File: config.mk
export PLATFORM = sky130hd
export DESIGN_NAME = fqp_fifo
export DESIGN_NICKNAME = d
export VERILOG_FILES = /design/src/rtl/core/fqp_pkg.sv /design/src/rtl/core/fqp_fifo.sv
export SDC_FILE = /design/constraint.sdc
export NUM_CORES = 1
export LEC_CHECK = 0
export ABC_AREA = 1
export BUFFER_PORTS_ARGS = -buffer_cell sky130_fd_sc_hd__buf_2
export CORE_UTILIZATION = 26
export CTS_CLUSTER_DIAMETER = 80
export CTS_CLUSTER_SIZE = 30
export DETAILED_ROUTE_END_ITERATION = 10
export PLACE_DENSITY_LB_ADDON = 0.12
export SLEW_MARGIN = 25
export SYNTH_ARGS = -nofsm -noshare
export SYNTH_HDL_FRONTEND = slang
export SYNTH_SLANG_ARGS = --single-unit
File: constraint.sdc
create_clock -name clk -period 3.9 [get_ports clk]
set_input_delay 0.78 -clock clk [delete_from_list [all_inputs] [get_ports clk]]
set_output_delay 0.78 -clock clk [all_outputs]
set_load 0.01 [all_outputs]
File: src/rtl/core/fqp_pkg.sv
package fqp_pkg;

  localparam int BUCKET_ID_BITS_DEF = 5;
  localparam int MAX_ATTEMPTS_DEF   = 4;
  localparam int PROB_FRAC_BITS_DEF = 16;

  localparam int CFG_DATA_W = 40;
  localparam int CFG_IDX_W  = 3;
  localparam int SCORE_W    = 40;
  localparam int TIME_W     = 47;
  localparam int EXP_W      = 48;
  localparam int TRES_W     = 20;
  localparam int IN_W       = 176;
  localparam int PROD_W     = 33;
  localparam int WIDE_W     = 62;

  typedef enum logic [CFG_IDX_W-1:0] {
    REG_PROTECT_ON      = 3'd0,
    REG_CRITICAL_DELAY  = 3'd1,
    REG_CRITICAL_SCORE  = 3'd2,
    REG_MAX_SCORE       = 3'd3,
    REG_AGING_EXPONENT  = 3'd4,
    REG_TIME_RESOLUTION = 3'd5,
    REG_ATTEMPTS        = 3'd6
  } reg_index_t;

  typedef struct packed {
    logic              protect_on;
    logic [31:0]       critical_delay_ns;
    logic [39:0]       critical_score;
    logic [39:0]       max_score;
    logic [4:0]        aging_exponent;
    logic [TRES_W-1:0] time_resolution;
    logic [2:0]        attempts;
  } cfg_t;

  typedef struct packed {
    logic [TIME_W-1:0] now_time;
    logic [31:0]       queue_delay_ns;
    logic [16:0]       mark_probability;
    logic [15:0]       packet_size;
    logic [31:0]       flow_hash;
    logic [31:0]       flow_tag;
  } item_t;

  typedef struct packed {
    logic       full;
    logic       empty;
    logic [1:0] level;
  } fifo_stat_t;

endpackage

File: src/rtl/core/fqp_fifo.sv
module fqp_fifo #(
  parameter int WIDTH = 8
) (
  input  logic               clk,
  input  logic               rst,
  input  logic               push,
  input  logic [WIDTH-1:0]   din,
  input  logic               pop,
  output logic [WIDTH-1:0]   dout,
  output fqp_pkg::fifo_stat_t stat
);
  import fqp_pkg::*;

  logic [WIDTH-1:0] mem0;
  logic [WIDTH-1:0] mem1;
  logic [1:0]       count;

  always_ff @(posedge clk) begin
    if (rst) begin
      count <= 2'd0;
    end else begin
      case ({push, pop})
        2'b10: begin
          count <= count + 2'd1;
        end
        2'b01: begin
          count <= count - 2'd1;
        end
        default: begin
          count <= count;
        end
      endcase
    end
  end

  always_ff @(posedge clk) begin
    case ({push, pop})
      2'b10: begin
        if (count == 2'd0) begin
          mem0 <= din;
        end else begin
          mem1 <= din;
        end
      end
      2'b01: begin
        mem0 <= mem1;
      end
      2'b11: begin
        if (count == 2'd1) begin
          mem0 <= din;
        end else begin
          mem0 <= mem1;
          mem1 <= din;
        end
      end
      default: begin
        mem0 <= mem0;
      end
    endcase
  end

  assign dout       = mem0;
  assign stat.full  = (count == 2'd2);
  assign stat.empty = (count == 2'd0);
  assign stat.level = count;

endmodule

==> flow_summary.ini <==
[timing]
slew_viol_final = 0
worst_pin_slew_ps = 451
period_share_pct = 48.7
hold_viol = 0
fin_crit_ps = 1900
relSlewSlack_pct = 69.6
max_freq_ghz = 0.526
fin_hold_ws_ps = 501
finalSetupViolCount = 0
clock_skew_ps = 1.09
fin_ws_ps = 2000
rsz0062_at_grt = false
finalSetupTns_ps = 0

[worst_setup_path]
r2r_start = count[1]
required_ps = 3120
critPathLaunch = count[0]
end_kind = primary output
rr_endpoint = mem1[6]
r2r_slack_ps = 2150
worstPathArrival_ps = 1120
critPathKind = flop to primary output
ff2ff_path_depth = 6
critPathLaunchType = flop
path_max_fanout = 4

[synthesis]
synth_warnings = 0
avgSynthCellArea_um2 = 11.0
syn-cell-area_um2 = 815
syn-num-nets = 92
syn_inst = 74
synth_cell_types = 12
yosysSeqAreaShare_pct = 63.9
ys_seq_elements = 18

[global_route]
grt_max_degree = 11
grt.overflow.total = 0
grt_antenna_before_repair = 0
grt_pass1_vias = 530
grt_pass1_wl_mm = 2.39
grt_use_total_pct = 9.70

[clock_tree]
cts_resized = 0
clockBufferDepth = 2
postCtsSetupBuffers = 0
htreeDepth = 1
clk_pin_slew_worst_paths_ps = 100
cts_hold_buf = 0
clk_latency_ps = 290
cts_root_buffer = clkbuf_4
cts_tree = yes
cts_sinks = 18
cts_inserted_buffers = 3

[hold_path]
whs_path_depth = 2
hold_start = count[0]
hold_end = count[0]
min_path_type = flop to flop

[die]
die_w_um = 58.0
rows = 19
start_util_pct = 28.6
core-area_mm2 = 0.00285
fp.dieH_um = 58.0
dieArea_mm2 = 0.00336
io-pin-count = 24

[drt]
wirelength_mm = 1.46
drtIter0Drc = 10
postRouteAntennaNets = 0
vias = 554
wl_met1_um = 681
wl_met2_um = 712
top_layer_used = met4
wl_met3_um = 56
drc = 1
dr.pass1.iters = 6
vias_per_cell = 4.13
wire_per_inst_um = 10.9

[placed_design]
place_hpwl_mm = 1.11
dp_slack_ps = 1670
io_buffers = 23
gp_congestion = 0.699

[power_and_ir_drop]
ir_drop_v = 0.000191
p_leak_nw = 0.479
p_per_area_mw_per_mm2 = 408
power.total_mw = 0.412

[final_layout]
layout_common_cells = 23 x nand2_1, 23 x buf_2, 16 x edfxtp_1, 10 x inv_1, 9 x nand3_1
synthToLayoutAreaGrowth_pct = 24.0
nFillCells = 300
layout.nets = 122
drive_above_1_share_pct = 30.1
postLayoutCoreUtil_pct = 35.4
antenna_cells = 0

[run_status]
outcome = complete, but fails checks
violations = DRC

[flow_run]
drv_cap = 0
how the worst max path moves through the flow:
stage               endpoint  slack (ps)  depth (start not counted)
detailed placement   mem1[5]        1670                          5
floorplan            mem1[0]        1730                          4
global route         stat[2]        1890                          3
finish               stat[2]        2000                          3
CTS                  stat[2]        1960                          3
global placement     mem1[5]        1700                          5
logic make-up (layout without fill, tap and decap cells):
logic type | Yosys count | after routing | synth area share (%)
compound gates | 4 | 4 | 2.76
fa+ha+maj | 6 | 6 | 9.22
buf+inv | 10 | 39 | 4.61
flops | 18 | 18 | 63.9
simple gates | 36 | 36 | 19.5
sequential cells by signal, indices dropped and copies added (netlist names):
| signal | cells |
|---|---|
| count | 2 |
| dout | 8 |
| mem1 | 8 |
through the flow:
step,cells,cell area (µm²)
3_5_place_dp,130,983
6_report,134,1010
5_1_grt,134,1010
2_1_floorplan,74,815
3_3_place_gp,130,983
4_1_cts,134,1010
critical path: stages (launching register included):
cell     delay, ps
dfxtp_1        380
inv_1           90
ha_1           220
buf_2          140
power breakdown:
group          internal [mW]  total [mW]  switching [mW]
sequential             0.233       0.239         0.00546
clock                 0.0371      0.0946          0.0575
combinational         0.0311      0.0781          0.0470
final cells by class:
class,count,area [µm²],share of cell area (%)
flip-flops and latches,18,520,51.5
multi-input cells,46,256,25.4
repair buffers,25,130,12.9
well taps,31,38.8,3.84
inverters,10,37.5,3.72
clock buffers,3,22.5,2.23
clock inverters,1,3.75,0.372
metal layers:
layer | vias up | global-route usage (%)
li1 | 305 | -
met1 | 236 | 12.1
met2 | 11 | 15.6
met3 | 2 | 4.24
met4 | 0 | 2.04
met5 | - | 0
synthesized netlist by cell type:
| master | count | area share, % |
|---|---|---|
| edfxtp_1 | 16 | 59 |
| a21oi_1 | 2 | 1.2 |
| nand2_1 | 23 | 11 |
| nand2_2 | 2 | 1.5 |
| inv_1 | 10 | 4.6 |
| o21ai_0 | 1 | 0.61 |
| nand3_1 | 9 | 5.5 |
| ha_1 | 6 | 9.2 |
| nor2_1 | 1 | 0.46 |
| dfxtp_1 | 2 | 4.9 |
| a21boi_0 | 1 | 0.92 |
| nand2_4 | 1 | 1.4 |
Note: power is estimated with default switching activity, not from simulation.
