<file path="config.mk">
export PLATFORM = sky130hd
export DESIGN_NAME = fqp_front
export DESIGN_NICKNAME = d
export VERILOG_FILES = /design/src/rtl/core/fqp_pkg.sv /design/src/rtl/core/fqp_front.sv
export SDC_FILE = /design/constraint.sdc
export NUM_CORES = 1
export LEC_CHECK = 0
export BUFFER_PORTS_ARGS = -buffer_cell sky130_fd_sc_hd__buf_2
export CORE_AREA = 2 2 210 212
export CTS_CLUSTER_DIAMETER = 50
export DETAILED_ROUTE_END_ITERATION = 8
export DIE_AREA = 0 0 212 214
export PLACE_DENSITY = 0.86
export SYNTH_ARGS = -nofsm -noshare
export SYNTH_HDL_FRONTEND = slang
export SYNTH_SLANG_ARGS = --single-unit
</file>
<file path="constraint.sdc">
create_clock -name clk -period 11.9 [get_ports clk]
set_input_delay 1.19 -clock clk [delete_from_list [all_inputs] [get_ports clk]]
set_output_delay 1.19 -clock clk [all_outputs]
set_load 0.1 [all_outputs]
</file>
<file path="src/rtl/core/fqp_pkg.sv">
package fqp_pkg;

  localparam int BUCKET_ID_BITS_DEF = 5;
  localparam int MAX_ATTEMPTS_DEF   = 4;
  localparam int PROB_FRAC_BITS_DEF = 16;

  localparam int CFG_DATA_W = 40;
  localparam int CFG_IDX_W  = 3;
  localparam int SCORE_W    = 40;
  localparam int TIME_W     = 47;
  localparam int EXP_W      = 48;
  localparam int TRES_W     = 20;
  localparam int IN_W       = 176;
  localparam int PROD_W     = 33;
  localparam int WIDE_W     = 62;

  typedef enum logic [CFG_IDX_W-1:0] {
    REG_PROTECT_ON      = 3'd0,
    REG_CRITICAL_DELAY  = 3'd1,
    REG_CRITICAL_SCORE  = 3'd2,
    REG_MAX_SCORE       = 3'd3,
    REG_AGING_EXPONENT  = 3'd4,
    REG_TIME_RESOLUTION = 3'd5,
    REG_ATTEMPTS        = 3'd6
  } reg_index_t;

  typedef struct packed {
    logic              protect_on;
    logic [31:0]       critical_delay_ns;
    logic [39:0]       critical_score;
    logic [39:0]       max_score;
    logic [4:0]        aging_exponent;
    logic [TRES_W-1:0] time_resolution;
    logic [2:0]        attempts;
  } cfg_t;

  typedef struct packed {
    logic [TIME_W-1:0] now_time;
    logic [31:0]       queue_delay_ns;
    logic [16:0]       mark_probability;
    logic [15:0]       packet_size;
    logic [31:0]       flow_hash;
    logic [31:0]       flow_tag;
  } item_t;

  typedef struct packed {
    logic       full;
    logic       empty;
    logic [1:0] level;
  } fifo_stat_t;

endpackage

</file>
<file path="src/rtl/core/fqp_front.sv">
module fqp_front #(
  parameter int PROB_FRAC_BITS = fqp_pkg::PROB_FRAC_BITS_DEF,
  parameter int DIV_W          = fqp_pkg::WIDE_W - PROB_FRAC_BITS
) (
  input  logic                clk,
  input  logic                rst,
  input  fqp_pkg::cfg_t       cfg,
  input  logic                in_valid,
  output logic                in_ready,
  input  fqp_pkg::item_t      in_item,
  input  logic                q_full,
  output logic                q_push,
  output fqp_pkg::item_t      q_item,
  output logic [DIV_W-1:0]    q_score
);
  import fqp_pkg::*;

  localparam int CNT_W = $clog2(DIV_W + 1);

  typedef enum logic [4:0] {
    F_IDLE = 5'b00001,
    F_MUL  = 5'b00010,
    F_LOAD = 5'b00100,
    F_DIV  = 5'b01000,
    F_PUSH = 5'b10000
  } fstate_t;

  fstate_t           state;
  item_t             item;
  logic [PROD_W-1:0] prod;
  logic [DIV_W-1:0]  dvd;
  logic [TRES_W-1:0] rem;
  logic [TRES_W-1:0] tres;
  logic [CNT_W-1:0]  cnt;
  logic [4:0]        lg;
  logic [4:0]        sh;
  logic [WIDE_W-1:0] wide;
  logic [TRES_W:0]   rem_sh;
  logic              qbit;

  always_comb begin
    lg = cfg.aging_exponent;
    if (lg < 5'd1) begin
      lg = 5'd1;
    end else if (lg > 5'd30) begin
      lg = 5'd30;
    end
    sh     = 5'd30 - lg;
    wide   = {{(WIDE_W-PROD_W){1'b0}}, prod} << sh;
    rem_sh = {rem, dvd[DIV_W-1]};
    qbit   = (rem_sh >= {1'b0, tres});
  end

  always_ff @(posedge clk) begin
    if (rst) begin
      state <= F_IDLE;
    end else begin
      case (state)
        F_IDLE: begin
          if (in_valid) begin
            state <= F_MUL;
          end
        end
        F_MUL: begin
          state <= F_LOAD;
        end
        F_LOAD: begin
          state <= F_DIV;
        end
        F_DIV: begin
          if (cnt == CNT_W'(DIV_W - 1)) begin
            state <= F_PUSH;
          end
        end
        F_PUSH: begin
          if (!q_full) begin
            state <= F_IDLE;
          end
        end
        default: begin
          state <= F_IDLE;
        end
      endcase
    end
  end

  always_ff @(posedge clk) begin
    case (state)
      F_IDLE: begin
        item <= in_item;
      end
      F_MUL: begin
        prod <= PROD_W'({16'd0, item.mark_probability} * {17'd0, item.packet_size});
      end
      F_LOAD: begin
        dvd  <= wide[WIDE_W-1:PROB_FRAC_BITS];
        rem  <= '0;
        cnt  <= '0;
        tres <= (cfg.time_resolution == '0) ? TRES_W'(1) : cfg.time_resolution;
      end
      F_DIV: begin
        rem <= qbit ? TRES_W'(rem_sh - {1'b0, tres}) : rem_sh[TRES_W-1:0];
        dvd <= {dvd[DIV_W-2:0], qbit};
        cnt <= cnt + CNT_W'(1);
      end
      default: begin
        item <= item;
      end
    endcase
  end

  assign in_ready = (state == F_IDLE);
  assign q_push   = (state == F_PUSH) && !q_full;
  assign q_item   = item;
  assign q_score  = dvd;

endmodule

</file>
==> metrics.log <==
[metrics] status: completed
[metrics] data required time of the critical path: 12.17 ns
[metrics] number of DRC violations after detailed routing: 0
[metrics] Post-Synthesis Cells: 1930
[metrics] leading post-synthesis cells by instance count: 301 x sky130_fd_sc_hd__edfxtp_1, 255 x sky130_fd_sc_hd__inv_1, 228 x sky130_fd_sc_hd__nand2_1
[metrics] peak fanout along the critical path: 18
[metrics] Cell Rows: 76
[metrics] area of the core: 0.0429 mm^2
[metrics] Tightest Hold Check Type: reg -> reg
[metrics] final setup violating endpoints: 0
[metrics] critical path startpoint category: register
[metrics] cell area after synthesis: 0.0221 mm^2
[metrics] share of Yosys cell area claimed by the top area cell type: around two fifths
[metrics] unrepaired setup endpoints after global routing: false
[metrics] total number of clock tree sinks: between 300 and 400
[metrics] Clk pin slew, worst setup/hold paths: approximately 0.060 ns
[metrics] detailed placer's ending HPWL: 42.9 mm
[metrics] initial standard-cell utilization of the core: 51.6%
[metrics] all-layer global routing usage: 25.3%
[metrics] buffers added on ports: 428
[metrics] hold-fix buffer count after cts: 0
[metrics] count leader, synth: sky130_fd_sc_hd__edfxtp_1
[metrics] share of the cycle needed by the critical path after routing: 58.2%
[metrics] wirelength, routed: 56.5 mm
[metrics] length of the first detailed-routing pass in iterations: 5
[metrics] hold violation count in the final report: 0
[metrics] largest incremental delay on the critical path: approximately 0.94 ns
[metrics] XOR/XNOR Fraction of Synth Area: under 10%
[metrics] root buffer selected by CTS: sky130_fd_sc_hd__clkbuf_16
[metrics] flip-flop cell with the highest count after synthesis: sky130_fd_sc_hd__edfxtp_1
[metrics] antenna-violating nets left: 0
[metrics] drt via density: 5.54
[metrics] largest family of logic cells by synthesized area: adder cells
[metrics] area share of and/or/nand/nor cells after synthesis: 11.9%
[metrics] horizontal extent of the die: 212 um
[metrics] Max Fclk: 144 MHz
[metrics] Post-Route Skew: 0.0215 ns
[metrics] Die Footprint: 0.0454 mm^2
[metrics] fraction of layout instances using a drive strength above 1: between 20% and 30%
[metrics] syn nets: 2588
[metrics] transition time of the tightest slew-check pin: 1.14 ns
[metrics] Max-slew headroom: 23.6%
[metrics] final period demand of the worst path: 6.92 ns
[metrics] Synth async-reset ratio: 0%
[metrics] Die Height: 214 um
[metrics] synthesis-to-layout area growth: 16.8%
[metrics] fraction of synthesized area in multiplexers: 5.28%
[metrics] main area contributors after synthesis: sky130_fd_sc_hd__edfxtp_1 41%, sky130_fd_sc_hd__fa_1 19%, sky130_fd_sc_hd__ha_1 7.2%
[metrics] Max Root-Sink Buffers: 3
[metrics] global-route wire length before repair: between 90 and 100 mm
[metrics] endpoint class of the critical path: register
[metrics] # Post-CTS Setup Buffers: 0
[metrics] global placer's final weighted congestion: between 0.9 and 1
[metrics] global route total overflow: 0
[metrics] H-tree Lvls: 2
[metrics] cells along the critical path: nand2_1 > fa_1 > inv_1 > fa_1 > fa_1 > fa_1 > fa_1 > inv_1 > fa_1 > inv_1 > ha_1 > and3_1 > nand4_1 > o311ai_0 > nand2_1 > o221ai_1 > inv_1 > o21ai_0 > xor2_1
[metrics] max-slew violation total from the final report: 0
[metrics] Yosys cell types: 66
[metrics] Synth Area in Compound Gates: under 10%
[metrics] Worst path top cell family by delay: adder cells
[metrics] number of buffers added by the clock tree synthesis step: 35
[metrics] Setup TNS: 0 ns
[metrics] initial antenna violation count: 1
[metrics] cts repair resizes: 0
[metrics] mean post-synth cell area: 11.5 um^2
[metrics] max-cap violations: 0
[metrics] share of the yosys chip area belonging to registers: 41.3%
[metrics] largest net degree at the start of global routing: between 80 and 90
[metrics] count of inserted antenna diode cells: 0
[metrics] EDFF count, synth: roughly 300
[metrics] largest area contributor in the netlist: sky130_fd_sc_hd__edfxtp_1
[metrics] Adder-Cell Fraction of Synth Area: a little over a quarter
[metrics] critical path class: reg -> reg
[metrics] crit path DAT: 7.20 ns
[metrics] number of design-rule violations left by the first detailed-router iteration: 1270
[metrics] yosys warns: 0
[metrics] via count of the first global-routing pass: 17.2k
[metrics] IO Pins: roughly 550
[metrics] number of fill cells: approximately 3.3k
[metrics] routed length per placed instance: 19.3 um
[metrics] most frequent cell on the critical path: sky130_fd_sc_hd__fa_1
[metrics] number of nets in the layout: 2972
[metrics] flip-flop and latch count after synthesis: 306
[metrics] Buf/Inv on CP: 4
[metrics] CTS tree: built
[metrics] clock latency of the later-clocked register in the worst-skew pair: 0.54 ns
[metrics] via count: around 16k
[metrics] Max stage delay cell, worst path: sky130_fd_sc_hd__edfxtp_1
==> cell usage in the layout (no fill, tap or decap), drive strengths merged, types with 9 or more instances in the layout <==
cell	instances
nor2	90
ha	128
mux2i	66
and2	141
a21oi	68
a22oi	13
clkbuf	44
xor2	14
fa	209
o21ai	47
buf	440
a211oi	16
o21bai	9
nor3	21
a21o	23
clkinv	14
mux4	21
inv	258
nor2b	9
edfxtp	301
nand2	228
and3	10
nand3	25
xnor2	36
==> kinds of logic (layout without fill, tap and decap cells) <==
kind of cell	Yosys count	after routing
xor gates and xnor gates	50	50
adders and majority gates	337	337
DFF	306	306
AOI/OAI and AO/OA	245	245
and+or+nand+nor	554	554
muxes	89	89
buffers and inverters	349	759
==> final timing paths <==
kind | from | to | slack [ns] | depth (start not counted)
setup reg to reg | q_item[74] | prod[31] | 4.98 | 19
hold / removal | q_score[17] | q_score[18] | 0.54 | 2
hold reg to reg | q_score[17] | q_score[18] | 0.54 | 2
setup / recovery | q_item[74] | prod[31] | 4.98 | 19
==> metal layers <==
| layer | up-vias | GRT usage [%] | part of all wire [%] |
|---|---|---|---|
| li1 | 7295 | - | - |
| met1 | 7869 | 31.4 | 38 |
| met2 | 894 | 42.5 | 49 |
| met3 | 135 | 6.39 | 9.3 |
| met4 | 2 | 9.37 | 3.3 |
| met5 | - | 0 | 0.012 |
==> through the flow <==
stage	std cells	area (um^2)	setup WS, ns	hold slack (ns)	utilization, %
2_1_floorplan	1930	22100	1.37	0.497	-
3_3_place_gp	2862	24800	5.26	0.519	57.7
3_5_place_dp	2862	24800	5.07	0.530	57.7
4_1_cts	2925	25800	5.05	0.542	60.3
5_1_grt	2925	25800	4.59	0.567	60.3
6_report	2925	25800	4.98	0.540	60.3
==> sequential cells by signal, indices dropped and copies added (netlist names) <==
register,flops
prod,33
cnt,6
q_item,176
tres,20
rem,20
state,5
q_score,46
==> worst register-to-register path: stages (launching register included) <==
cell                       delay (ns)
sky130_fd_sc_hd__edfxtp_1        0.94
sky130_fd_sc_hd__nand2_1         0.19
sky130_fd_sc_hd__fa_1            0.58
sky130_fd_sc_hd__inv_1           0.06
sky130_fd_sc_hd__fa_1            0.58
sky130_fd_sc_hd__fa_1            0.44
sky130_fd_sc_hd__fa_1            0.46
sky130_fd_sc_hd__fa_1            0.49
sky130_fd_sc_hd__inv_1           0.05
sky130_fd_sc_hd__fa_1            0.54
sky130_fd_sc_hd__inv_1           0.06
sky130_fd_sc_hd__ha_1            0.36
sky130_fd_sc_hd__and3_1          0.24
sky130_fd_sc_hd__nand4_1         0.14
sky130_fd_sc_hd__o311ai_0        0.60
sky130_fd_sc_hd__nand2_1         0.18
sky130_fd_sc_hd__o221ai_1        0.29
sky130_fd_sc_hd__inv_1           0.07
sky130_fd_sc_hd__o21ai_0         0.30
sky130_fd_sc_hd__xor2_1          0.12
==> final cells by class <==
type / count / area (um^2) / share of cell area [%]
well taps: 585 / 732 / 2.83
clock inverters: 19 / 163 / 0.629
inverters: 256 / 961 / 3.72
flip-flops and latches: 306 / 9140 / 35.4
multi-input cells: 1275 / 11700 / 45.2
clock buffers: 44 / 931 / 3.60
repair buffers: 440 / 2230 / 8.64
Power is not shown: default switching activity piles up to over one toggle a cycle in this logic, so the estimate is an artifact.
